<file path="src/rtl/core/nsg_pkg.sv">
`default_nettype none

package nsg_pkg;

    localparam int FREQ_W = 29;
    localparam logic [FREQ_W-1:0] FREQ_MAX = {FREQ_W{1'b1}};

    localparam int TABLE_STEPS_DEF = 64;
    localparam int FREQ_FRAC_BITS_DEF = 16;

    localparam int CFG_ADDR_W = 2;
    localparam int CFG_DATA_W = 16;

    localparam logic [CFG_ADDR_W-1:0] REG_SEQ_ENABLE   = 2'd0;
    localparam logic [CFG_ADDR_W-1:0] REG_NOTE_LENGTH  = 2'd1;
    localparam logic [CFG_ADDR_W-1:0] REG_GLIDE_WEIGHT = 2'd2;
    localparam logic [CFG_ADDR_W-1:0] REG_OCTAVE_SHIFT = 2'd3;

    localparam logic [15:0] NOTE_LENGTH_RST  = 16'd7938;
    localparam logic [15:0] GLIDE_WEIGHT_RST = 16'd655;

    // Table pitches A3, F3, D3, D4 in Q.24.
    localparam logic [33:0] PITCH_Q24_A3 = 34'd3690987520;
    localparam logic [33:0] PITCH_Q24_F3 = 34'd2929538472;
    localparam logic [33:0] PITCH_Q24_D3 = 34'd2463438891;
    localparam logic [33:0] PITCH_Q24_D4 = 34'd4926877781;

    typedef struct packed {
        logic              seq_enable;
        logic [15:0]       note_length;
        logic [15:0]       glide_weight;
        logic signed [3:0] octave_shift;
    } cfg_t;

    typedef struct packed {
        logic [FREQ_W-1:0] target;
        logic              trigger;
        logic              gate;
    } stage_t;

    typedef struct packed {
        logic [FREQ_W-1:0] out_freq;
        logic              trigger;
        logic              gate;
    } result_t;

    // Rounds a Q.24 pitch to the given number of fraction bits and saturates.
    function automatic logic [FREQ_W-1:0] pitch_fixed(input logic [1:0] sel, input int frac);
        logic [33:0] q;
        logic [34:0] half;
        logic [34:0] r;
        int          s;
        case (sel)
            2'd0:    q = PITCH_Q24_A3;
            2'd1:    q = PITCH_Q24_F3;
            2'd2:    q = PITCH_Q24_D3;
            default: q = PITCH_Q24_D4;
        endcase
        s = 24 - frac;
        half = (s > 0) ? (35'd1 << (s - 1)) : 35'd0;
        r = ({1'b0, q} + half) >> s;
        if (r > {6'd0, FREQ_MAX}) begin
            return FREQ_MAX;
        end
        return r[FREQ_W-1:0];
    endfunction

endpackage

`default_nettype wire

</file>
<file path="src/rtl/core/note_sequencer_with_glide.sv">
`default_nettype none

// Step sequencer with glide. Each input item is one audio sample tick and
// yields exactly one result item: the glided frequency (Q13.16 Hz by default),
// the step trigger and the gate. The block takes one item per clock cycle unless
// the result side stalls it. In the first register stage it advances the step
// counters and forms the octave-shifted target; the second runs the glide update
// (subtract, 16x29 multiply, add or subtract) whose state feeds back into itself
// on each load. Back-pressure on the result side stalls both stages; the input
// stays ready while either stage has room. Configuration is to be written through
// the cfg port only while no item is in flight; the block does not enforce this.
module note_sequencer_with_glide #(
    parameter int TABLE_STEPS    = nsg_pkg::TABLE_STEPS_DEF,
    parameter int FREQ_FRAC_BITS = nsg_pkg::FREQ_FRAC_BITS_DEF
) (
    input  wire logic                           aclk,
    input  wire logic                           aresetn,

    input  wire logic                           s_tvalid,
    output logic                                s_tready,
    input  wire logic [31:0]                    s_tdata,   // [28:0] key_freq

    output logic                                m_tvalid,
    input  wire logic                           m_tready,
    output logic [31:0]                         m_tdata,   // [28:0] out_freq
    output logic [1:0]                          m_tuser,   // [0] note_trigger, [1] note_gate

    input  wire logic                           cfg_we,
    input  wire logic [nsg_pkg::CFG_ADDR_W-1:0] cfg_index,
    input  wire logic [nsg_pkg::CFG_DATA_W-1:0] cfg_data
);

    nsg_pkg::cfg_t    cfg_reg;
    logic             s1_valid_reg;
    logic             m_valid_reg;
    logic             m_load;
    logic             s_accept;
    nsg_pkg::stage_t  stage;
    nsg_pkg::result_t result;

    always_ff @(posedge aclk) begin
        if (!aresetn) begin
            cfg_reg.seq_enable   <= 1'b1;
            cfg_reg.note_length  <= nsg_pkg::NOTE_LENGTH_RST;
            cfg_reg.glide_weight <= nsg_pkg::GLIDE_WEIGHT_RST;
            cfg_reg.octave_shift <= 4'sd0;
        end else if (cfg_we) begin
            case (cfg_index)
                nsg_pkg::REG_SEQ_ENABLE:   cfg_reg.seq_enable   <= cfg_data[0];
                nsg_pkg::REG_NOTE_LENGTH:  cfg_reg.note_length  <= cfg_data;
                nsg_pkg::REG_GLIDE_WEIGHT: cfg_reg.glide_weight <= cfg_data;
                nsg_pkg::REG_OCTAVE_SHIFT: cfg_reg.octave_shift <= cfg_data[3:0];
                default: ;
            endcase
        end
    end

    assign m_load   = s1_valid_reg && (!m_valid_reg || m_tready);
    assign s_tready = !s1_valid_reg || m_load;
    assign s_accept = s_tvalid && s_tready;

    always_ff @(posedge aclk) begin
        if (!aresetn) begin
            s1_valid_reg <= 1'b0;
            m_valid_reg  <= 1'b0;
        end else begin
            if (s_tready) begin
                s1_valid_reg <= s_tvalid;
            end
            if (m_load) begin
                m_valid_reg <= 1'b1;
            end else if (m_tready) begin
                m_valid_reg <= 1'b0;
            end
        end
    end

    nsg_step #(
        .TABLE_STEPS    (TABLE_STEPS),
        .FREQ_FRAC_BITS (FREQ_FRAC_BITS)
    ) u_step (
        .aclk     (aclk),
        .aresetn  (aresetn),
        .load     (s_accept),
        .key_freq (s_tdata[nsg_pkg::FREQ_W-1:0]),
        .cfg      (cfg_reg),
        .stage    (stage)
    );

    nsg_glide u_glide (
        .aclk         (aclk),
        .aresetn      (aresetn),
        .load         (m_load),
        .stage        (stage),
        .glide_weight (cfg_reg.glide_weight),
        .result       (result)
    );

    assign m_tvalid = m_valid_reg;
    assign m_tdata  = {3'd0, result.out_freq};
    assign m_tuser  = {result.gate, result.trigger};

`ifndef SYNTHESIS
    // A trigger is only ever issued together with the gate.
    a_trig_gate: assert property (@(posedge aclk) disable iff (!aresetn)
        (m_tvalid && m_tuser[0]) |-> m_tuser[1])
        else $error("note_trigger without note_gate");

    // A waiting first-stage item moves into the output register when it has room.
    a_advance: assert property (@(posedge aclk) disable iff (!aresetn)
        (s1_valid_reg && (!m_valid_reg || m_tready)) |=> m_tvalid)
        else $error("first-stage item did not advance");

    // With both stages full and the output stalled, no new item is taken.
    a_full_stall: assert property (@(posedge aclk) disable iff (!aresetn)
        (s1_valid_reg && m_valid_reg && !m_tready) |-> !s_tready)
        else $error("item accepted while pipeline full");
`endif

endmodule

`default_nettype wire

</file>
<file path="src/rtl/core/nsg_step.sv">
`default_nettype none

module nsg_step #(
    parameter int TABLE_STEPS    = nsg_pkg::TABLE_STEPS_DEF,
    parameter int FREQ_FRAC_BITS = nsg_pkg::FREQ_FRAC_BITS_DEF
) (
    input  wire logic                       aclk,
    input  wire logic                       aresetn,
    input  wire logic                       load,
    input  wire logic [nsg_pkg::FREQ_W-1:0] key_freq,
    input  wire nsg_pkg::cfg_t              cfg,
    output nsg_pkg::stage_t                 stage
);

    localparam int STEP_W = (TABLE_STEPS > 1) ? $clog2(TABLE_STEPS) : 1;
    // First step of the second, third and fourth quarter of the table.
    localparam int B1 = (TABLE_STEPS + 3) / 4;
    localparam int B2 = (2 * TABLE_STEPS + 3) / 4;
    localparam int B3 = (3 * TABLE_STEPS + 3) / 4;

    localparam logic [nsg_pkg::FREQ_W-1:0] PITCH0 = nsg_pkg::pitch_fixed(2'd0, FREQ_FRAC_BITS);
    localparam logic [nsg_pkg::FREQ_W-1:0] PITCH1 = nsg_pkg::pitch_fixed(2'd1, FREQ_FRAC_BITS);
    localparam logic [nsg_pkg::FREQ_W-1:0] PITCH2 = nsg_pkg::pitch_fixed(2'd2, FREQ_FRAC_BITS);
    localparam logic [nsg_pkg::FREQ_W-1:0] PITCH3 = nsg_pkg::pitch_fixed(2'd3, FREQ_FRAC_BITS);

    logic [STEP_W-1:0]             step_index_reg, step_index_next;
    logic [15:0]                   tick_count_reg, tick_count_next;
    nsg_pkg::stage_t               stage_reg, stage_next;

    logic [15:0]                   len;
    logic [15:0]                   tick_inc;
    logic [nsg_pkg::FREQ_W-1:0]    pitch;
    logic [nsg_pkg::FREQ_W-1:0]    target;
    logic [nsg_pkg::FREQ_W+6:0]    wide;
    logic [3:0]                    rshift;
    logic [nsg_pkg::FREQ_W-1:0]    shifted;

    always_comb begin
        len = (cfg.note_length == 16'd0) ? 16'd1 : cfg.note_length;
        tick_inc = tick_count_reg + 16'd1;
        tick_count_next = tick_inc;
        step_index_next = step_index_reg;
        if (tick_inc == 16'd0 || tick_inc >= len) begin
            tick_count_next = 16'd0;
            if (step_index_reg == STEP_W'(TABLE_STEPS - 1)) begin
                step_index_next = '0;
            end else begin
                step_index_next = step_index_reg + STEP_W'(1);
            end
        end
    end

    always_comb begin
        if ({1'b0, step_index_reg} >= (STEP_W + 1)'(B3)) begin
            pitch = PITCH3;
        end else if ({1'b0, step_index_reg} >= (STEP_W + 1)'(B2)) begin
            pitch = PITCH2;
        end else if ({1'b0, step_index_reg} >= (STEP_W + 1)'(B1)) begin
            pitch = PITCH1;
        end else begin
            pitch = PITCH0;
        end
        target = cfg.seq_enable ? pitch : key_freq;

        // Left shifts saturate; right shifts truncate.
        wide = {7'd0, target} << cfg.octave_shift[2:0];
        rshift = ~cfg.octave_shift + 4'd1;
        if (!cfg.octave_shift[3]) begin
            shifted = (|wide[nsg_pkg::FREQ_W+6:nsg_pkg::FREQ_W]) ? nsg_pkg::FREQ_MAX
                                                                 : wide[nsg_pkg::FREQ_W-1:0];
        end else begin
            shifted = target >> rshift;
        end

        stage_next.target = shifted;
        stage_next.trigger = cfg.seq_enable && (tick_count_reg == 16'd0);
        stage_next.gate = cfg.seq_enable;
    end

    always_ff @(posedge aclk) begin
        if (!aresetn) begin
            step_index_reg <= '0;
            tick_count_reg <= 16'd0;
        end else if (load) begin
            step_index_reg <= step_index_next;
            tick_count_reg <= tick_count_next;
        end
    end

    always_ff @(posedge aclk) begin
        if (load) begin
            stage_reg <= stage_next;
        end
    end

    assign stage = stage_reg;

endmodule

`default_nettype wire

</file>
<file path="src/rtl/core/nsg_glide.sv">
`default_nettype none

module nsg_glide (
    input  wire logic            aclk,
    input  wire logic            aresetn,
    input  wire logic            load,
    input  wire nsg_pkg::stage_t stage,
    input  wire logic [15:0]     glide_weight,
    output nsg_pkg::result_t     result
);

    logic [nsg_pkg::FREQ_W-1:0]  glide_freq_reg, glide_freq_next;
    nsg_pkg::result_t            result_reg, result_next;

    logic                        rising;
    logic [nsg_pkg::FREQ_W-1:0]  diff;
    logic [nsg_pkg::FREQ_W+15:0] prod;
    logic [nsg_pkg::FREQ_W-1:0]  delta;
    logic [nsg_pkg::FREQ_W:0]    sum;

    always_comb begin
        rising = stage.target >= glide_freq_reg;
        diff = rising ? (stage.target - glide_freq_reg) : (glide_freq_reg - stage.target);
        prod = {{nsg_pkg::FREQ_W{1'b0}}, glide_weight} * {16'd0, diff};
        delta = prod[nsg_pkg::FREQ_W+15:16];
        sum = {1'b0, glide_freq_reg} + {1'b0, delta};
        if (rising) begin
            glide_freq_next = sum[nsg_pkg::FREQ_W] ? nsg_pkg::FREQ_MAX
                                                   : sum[nsg_pkg::FREQ_W-1:0];
        end else begin
            glide_freq_next = glide_freq_reg - delta;
        end
        result_next.out_freq = glide_freq_next;
        result_next.trigger = stage.trigger;
        result_next.gate = stage.gate;
    end

    always_ff @(posedge aclk) begin
        if (!aresetn) begin
            glide_freq_reg <= '0;
        end else if (load) begin
            glide_freq_reg <= glide_freq_next;
        end
    end

    always_ff @(posedge aclk) begin
        if (load) begin
            result_reg <= result_next;
        end
    end

    assign result = result_reg;

endmodule

`default_nettype wire
</file>
<file path="config.mk">
export PLATFORM = sky130hd
export DESIGN_NAME = note_sequencer_with_glide
export DESIGN_NICKNAME = d
export VERILOG_FILES = /design/src/rtl/core/nsg_pkg.sv /design/src/rtl/core/note_sequencer_with_glide.sv /design/src/rtl/core/nsg_step.sv /design/src/rtl/core/nsg_glide.sv
export SDC_FILE = /design/constraint.sdc
export NUM_CORES = 2
export LEC_CHECK = 0
export ABC_AREA = 1
export BUFFER_PORTS_ARGS = -buffer_cell sky130_fd_sc_hd__buf_4
export CORE_MARGIN = 1
export CORE_UTILIZATION = 65
export CTS_CLUSTER_DIAMETER = 50
export CTS_CLUSTER_SIZE = 25
export DETAILED_ROUTE_END_ITERATION = 8
export PLACE_DENSITY_LB_ADDON = 0.08
export SYNTH_ARGS = -nofsm -noshare
export SYNTH_HDL_FRONTEND = slang
export SYNTH_SLANG_ARGS = --single-unit
</file>
<file path="constraint.sdc">
create_clock -name aclk -period 17.4 [get_ports aclk]
set_input_delay 1.74 -clock aclk [delete_from_list [all_inputs] [get_ports aclk]]
set_output_delay 1.74 -clock aclk [all_outputs]
set_load 0.05 [all_outputs]
</file>
* Yosys cells after proc, flatten, opt, wreduce, memory -nomap -nowiden
Cells that the tools add are included.
** Operators by class
- Shifts and indexed selects :: 2
- Muxes and demuxes :: 14
- Multiply operators :: 1
- Equality and inequality tests :: 4
- $lt $le $gt $ge :: 5
- Reductions and logical operators :: 19
- Add/sub/neg operators :: 7
- Bitwise operators :: 1
- Div/mod/pow operators :: 0
** Operators by type and width (count)
- 29-bit two-way mux :: 8
- 29-bit subtractor :: 3
- 16-bit zero test :: 3
- 16-bit by 29-bit multiplier with 45-bit output :: 1
- 29-bit by 3-bit left shift with 36-bit output :: 1
- 16-bit two-way mux :: 2
- 29-bit by 29-bit adder with 30-bit output :: 1
- 29-bit >= comparator :: 1
- 29-bit by 4-bit right shift with 29-bit output :: 1
- 23-bit two-way mux :: 1
- 16-bit by 1-bit adder with 16-bit output (second input constant) :: 1
- 16-bit >= comparator :: 1
- 6-bit >= comparator (second input constant) :: 2
- 2-bit AND reduction :: 5
- 7-bit OR reduction :: 1
- 6-bit by 1-bit adder with 6-bit output (second input constant) :: 1
- 6-bit equality test (second input constant) :: 1
- 6-bit by 5-bit >= comparator with 1-bit output (second input constant) :: 1
- 6-bit two-way mux :: 1
- 4-bit by 1-bit adder with 4-bit output (second input constant) :: 1
- 2-bit equality test (second input constant) :: 2
- 4-bit NOT :: 1
- 1-bit logical AND :: 3
- 1-bit logical OR :: 3
- other kinds (5) :: 7
** Word-level totals
- Logic and storage cells :: 68
- Bits in read-only memories :: 0
- Latch bits :: 0
- Memories kept :: 0
- Flip-flop bits (word level) :: 152
- Bits of input ports :: 55
- Bits in writable memories :: 0
- Output and inout port bits :: 36

* Depth between registers and ports, before layout
- Depth after elaboration :: 9
- Mapped depth :: 57
- Mapped depth without buffers :: 55

* Hierarchy
Synthesis repeated with hierarchy kept, for this count alone.
** Unflattened totals
- Cell total of the unflattened synthesis :: 4536
- Area total of the unflattened synthesis :: 31188.7 sq um
** Modules (own cells, without submodules)
- nsg_glide :: area an instance 24024.3 sq um, cells each 3359, sequential area each 1511.4 sq um, times used 1
- nsg_step :: area an instance 5550.3 sq um, cells each 945, sequential area each 1371.3 sq um, times used 1
- note_sequencer_with_glide :: area an instance 1614.0 sq um, cells each 232, sequential area each 780.7 sq um, times used 1

* Least setup slack after synthesis
OpenSTA, ideal clock, no wires.
- Path kind :: register to register
- From :: register u_step.stage_reg (netlist bit u_step.stage[2])
- To :: register u_glide.result_reg (netlist bit u_glide.result[19]) (data pin)
- Stages on the path, launching flop included :: 48
- Data arrival time :: 8.794 ns
- Buffers on the path :: 2
- Library setup time :: 0.251 ns
- Data required time :: 17.149 ns
- Clock period less this slack :: 9.045 ns
- Slack :: 8.355 ns
- Cell sequence :: edfxtp_1 inv_1 ha_1 inv_1 fa_1 inv_1 o21ai_0 a21oi_1 o21ai_0 xor2_1 nand2_1 nand2_1 clkinv_1 nand2_1 fa_1 fa_1 fa_1 inv_1 [... 12 more ...] a21oi_2 o21ai_1 or2_2 nand2_1 inv_1 ha_1 buf_2 a21oi_1 o21ai_0 a21oi_1 nand3_1 a21o_1 a21oi_4 inv_2 buf_6 o21ai_0 o21a_1 inv_1
** On the way
- Longest elaborated chain between the ends :: 6
- Elaborated cells between the ends (all ways) :: 9
- Those cells by class :: add/sub: 4; mul: 1; order compare: 1; mux: 3
** Ends and longest elaborated chain
- from (decl) :: line nsg_step.sv:28 : nsg_pkg::stage_t stage_reg, stage_next;
- from (signal assigned) :: line nsg_step.sv:92 : stage_reg <= stage_next;
- 29-bit subtractor / 29-bit >= comparator (equally long branches) :: line nsg_glide.sv:23, nsg_glide.sv:22
- 29-bit two-way mux :: line nsg_glide.sv:23 : diff = rising ? (stage.target - glide_freq_reg) : (glide_freq_reg - stage.target);
- 16-bit by 29-bit multiplier with 45-bit output :: line nsg_glide.sv:24 : prod = {{nsg_pkg::FREQ_W{1'b0}}, glide_weight} * {16'd0, diff};
- 29-bit by 29-bit adder with 30-bit output :: line nsg_glide.sv:26 : sum = {1'b0, glide_freq_reg} + {1'b0, delta};
- 29-bit two-way mux :: line nsg_glide.sv:28 : glide_freq_next = sum[nsg_pkg::FREQ_W] ? nsg_pkg::FREQ_MAX
- 29-bit two-way mux * :: line nsg_glide.sv:27 : if (rising) begin
- named net u_glide.glide_freq_next (one bit) :: line nsg_glide.sv:12 : logic [nsg_pkg::FREQ_W-1:0] glide_freq_reg, glide_freq_next;
- to (signal assigned) :: line nsg_glide.sv:48 : result_reg <= result_next;
- to (decl) :: line nsg_glide.sv:13 : nsg_pkg::result_t result_reg, result_next;
The timed path passes the listed nets; every way through them passes the cells marked *.
A chain may end at the register's enable or synchronous reset.

* Worst setup path after layout
- From :: register u_step.stage_reg (netlist bit u_step.stage[2])
- To :: register u_glide.glide_freq_reg[14] (netlist bit)
** On the way
- Longest elaborated chain between the ends :: 6
- Elaborated cells between the ends (all ways) :: 9
- Those cells by class :: add/sub: 4; mul: 1; order compare: 1; mux: 3
** Ends and longest elaborated chain
- 29-bit subtractor / 29-bit >= comparator (equally long branches) :: line nsg_glide.sv:23, nsg_glide.sv:22
- 29-bit two-way mux :: line nsg_glide.sv:23
- 16-bit by 29-bit multiplier with 45-bit output :: line nsg_glide.sv:24
- 29-bit by 29-bit adder with 30-bit output :: line nsg_glide.sv:26
- 29-bit two-way mux :: line nsg_glide.sv:28
- 29-bit two-way mux * :: line nsg_glide.sv:27
- named net u_glide.glide_freq_next (one bit) :: line nsg_glide.sv:12
- to (signal assigned) :: line nsg_glide.sv:42 : glide_freq_reg <= glide_freq_next;
- to (decl) :: line nsg_glide.sv:12
Marks and branches as above.

==> flow_summary.ini <==
[yosys]
synth_edf_count = 62
synth_xor_area_share_pct = 3.43
yosys_warnings = 0
avgSynthCellArea_um2 = 7.09
ys_seq_elements = 152
yosys.area_share.simple_pct = 21.4
async_flop_share_pct = 0
synthesis.area_mm2 = 0.0305
synthFlopType = dfxtp_1
synthAdderAreaFrac_pct = 35.7
syn_inst = 4302
yosysUniqueCellTypes = 67
muxShareOfSynthArea_pct = 0.164
synth_compound_area_share_pct = 14.1
synth_top_family_by_area = adder cells
ys_seq_area_share_pct = 12.0
synth_top_area_share_pct = 24.9
synth_area_leaders = fa_1, nand2_1, ha_1
synth_top_area_cell = fa_1

[global_route]
grt.total_usage_pct = 40.8
grt_max_degree = 71
grt_pass1_wl_um = 149000
antenna_found_initial = 0
grt_pass1_vias = 28287
grt-ovfl-total = 0

[route]
wl_per_cell_um = 19.2
num_vias = 28628
dr.pass1.iters = 6
drc = 0
antenna_left = 0
wirelength_um = 94000
via_per_inst = 5.86
drtIter0Drc = 2596

[worst_setup_path]
cpMaxStageDelayCell = fa_1
regToRegSetupSlack_ns = 4.58
r2r_end = u_glide.glide_freq_reg[14]
start_kind = flip-flop
critical_path_class = reg2reg
cp_common_cell = inv_1
arrival_ns = 13.19
worst_path_largest_cell_delay_ns = 0.56
crit_family = adder cells
r2r_start = u_step.stage[2]
crit_required_ns = 17.77
crit_path_end_kind = flip-flop
cp_max_fo = 70
r2r_cells = 48
worst-path-buf-inv = 11

[sta]
setup_viol = 0
slew_headroom_pct = 16.1
clock_skew_ns = 0.0114
hold_viol = 0
layout_min_cycle_time_ns = 12.82
fmax_mhz = 78.0
fin_crit_sh_pct = 73.7
drv_slew = 0
rsz0062_at_grt = false
tns_ns = 0
tightest_slew_ns = 1.26

[clock_tree]
postCtsSetupBuffers = 0
clk_latency_ns = 0.48
cts_tree = yes
path_clk_slew_ns = 0.07
h-tree-depth = 4
clockBufferDepth = 2
clkSinkCount = 152
cts_resized = 0
hold_buffers = 0
cts_made_buffers = 17
root_buffer = clkbuf_16

[floorplanning]
die_area_mm2 = 0.0478
fp.dieH_um = 219
num_rows = 78
die_w_um = 219
start_util_pct = 66.6
coreArea_mm2 = 0.0458
io_pins = 91

[status]
outcome = complete, no violations

[placed_design]
io_buffer_count = 84
gp_congestion = 1.04
hpwlAfterDp_um = 76100

[layout]
nFillCells = 4094
layout_common_cells = nand2_1, inv_1, nor2_1, fa_1, a21oi_1
nets = 4969
mostFrequentLayoutCell = nand2_1
antennaDiodeCount = 0
largest_reg_flops = 37
area_growth_pct = 4.81
drive_gt1_share_pct = 5.44

[min_path]
hold-path-cell-count = 0
hold_path.startpoint = u_step.stage[1]
hp-class = reg2reg
holdPathEnd = u_glide.result[1]

[flow_run]
drv_cap = 0
## cell families after synthesis
family / Yosys count
simple gates: 1578
buf+inv: 1039
compound gates: 769
fa+ha+maj: 642
flops: 152
xor+xnor: 116
mux: 5
other cells: 1
## area by class of cell
| type | count | area (um2) | area share, % |
|---|---|---|---|
| Clock inverter | 15 | 190 | 0.595 |
| Clock buffer | 17 | 425 | 1.33 |
| Multi-Input combinational cell | 3113 | 22800 | 71.4 |
| Timing Repair Buffer | 106 | 796 | 2.49 |
| Sequential cell | 152 | 3660 | 11.5 |
| Inverter | 882 | 3310 | 10.4 |
| Tap cell | 600 | 751 | 2.35 |
## metal layers
layer	global-route usage, %	up-vias	part of all wire [%]
met5	0	-	0
met4	19.7	0	5.6
met3	7.70	287	8.7
met2	64.8	1482	45
met1	53.3	13531	41
li1	-	13328	-
## cells in the mapped netlist (10+ instances only)
| master | n |
|---|---|
| xor2_1 | 91 |
| a31oi_1 | 47 |
| a21o_1 | 12 |
| inv_2 | 10 |
| inv_1 | 854 |
| fa_1 | 379 |
| o21a_1 | 11 |
| nor4_1 | 22 |
| nand2_2 | 27 |
| nand3_1 | 118 |
| nor2_4 | 10 |
| or2_2 | 16 |
| buf_2 | 36 |
| o21ai_1 | 26 |
| nand4_1 | 16 |
| clkbuf_1 | 100 |
| o21ai_0 | 239 |
| nand2_1 | 935 |
| a21oi_1 | 322 |
| nor2_1 | 385 |
| o2111ai_1 | 15 |
| o211ai_1 | 28 |
| o22ai_1 | 13 |
| edfxtp_1 | 62 |
| clkinv_1 | 18 |
| xnor2_1 | 21 |
| ha_1 | 263 |
| nor3_1 | 29 |
| dfxtp_1 | 90 |
## metrics by stage
step | cells | cell area [um2] | worst slack [ns] | hold slack [ns] | util, %
2_1_floorplan | 4304 | 30500 | 8.36 | 0.400 | -
3_3_place_gp | 4853 | 31300 | 5.03 | 0.401 | 68.4
3_5_place_dp | 4853 | 31300 | 5.00 | 0.408 | 68.4
4_1_cts | 4885 | 31900 | 4.98 | 0.423 | 69.8
5_1_grt | 4885 | 31900 | 4.02 | 0.442 | 69.8
6_report | 4885 | 31900 | 4.58 | 0.426 | 69.8
## how the worst max path moves through the flow
stage | startpoint | endpoint | slack (ns) | cells past startpoint
after floorplan | u_step.stage[2] | u_glide.result[19] | 8.36 | 47
after detailed placement | u_step.stage[2] | u_glide.glide_freq_reg[23] | 5.00 | 48
after global placement | u_step.stage[2] | u_glide.glide_freq_reg[14] | 5.03 | 48
after global routing | u_step.stage[2] | u_glide.glide_freq_reg[19] | 4.02 | 49
after CTS | u_step.stage[2] | u_glide.glide_freq_reg[14] | 4.98 | 48
final | u_step.stage[2] | u_glide.glide_freq_reg[14] | 4.58 | 48
Power is left out: the tool's default activity adds up to more than one toggle a clock period on the data nets, which glitch-free logic cannot reach.
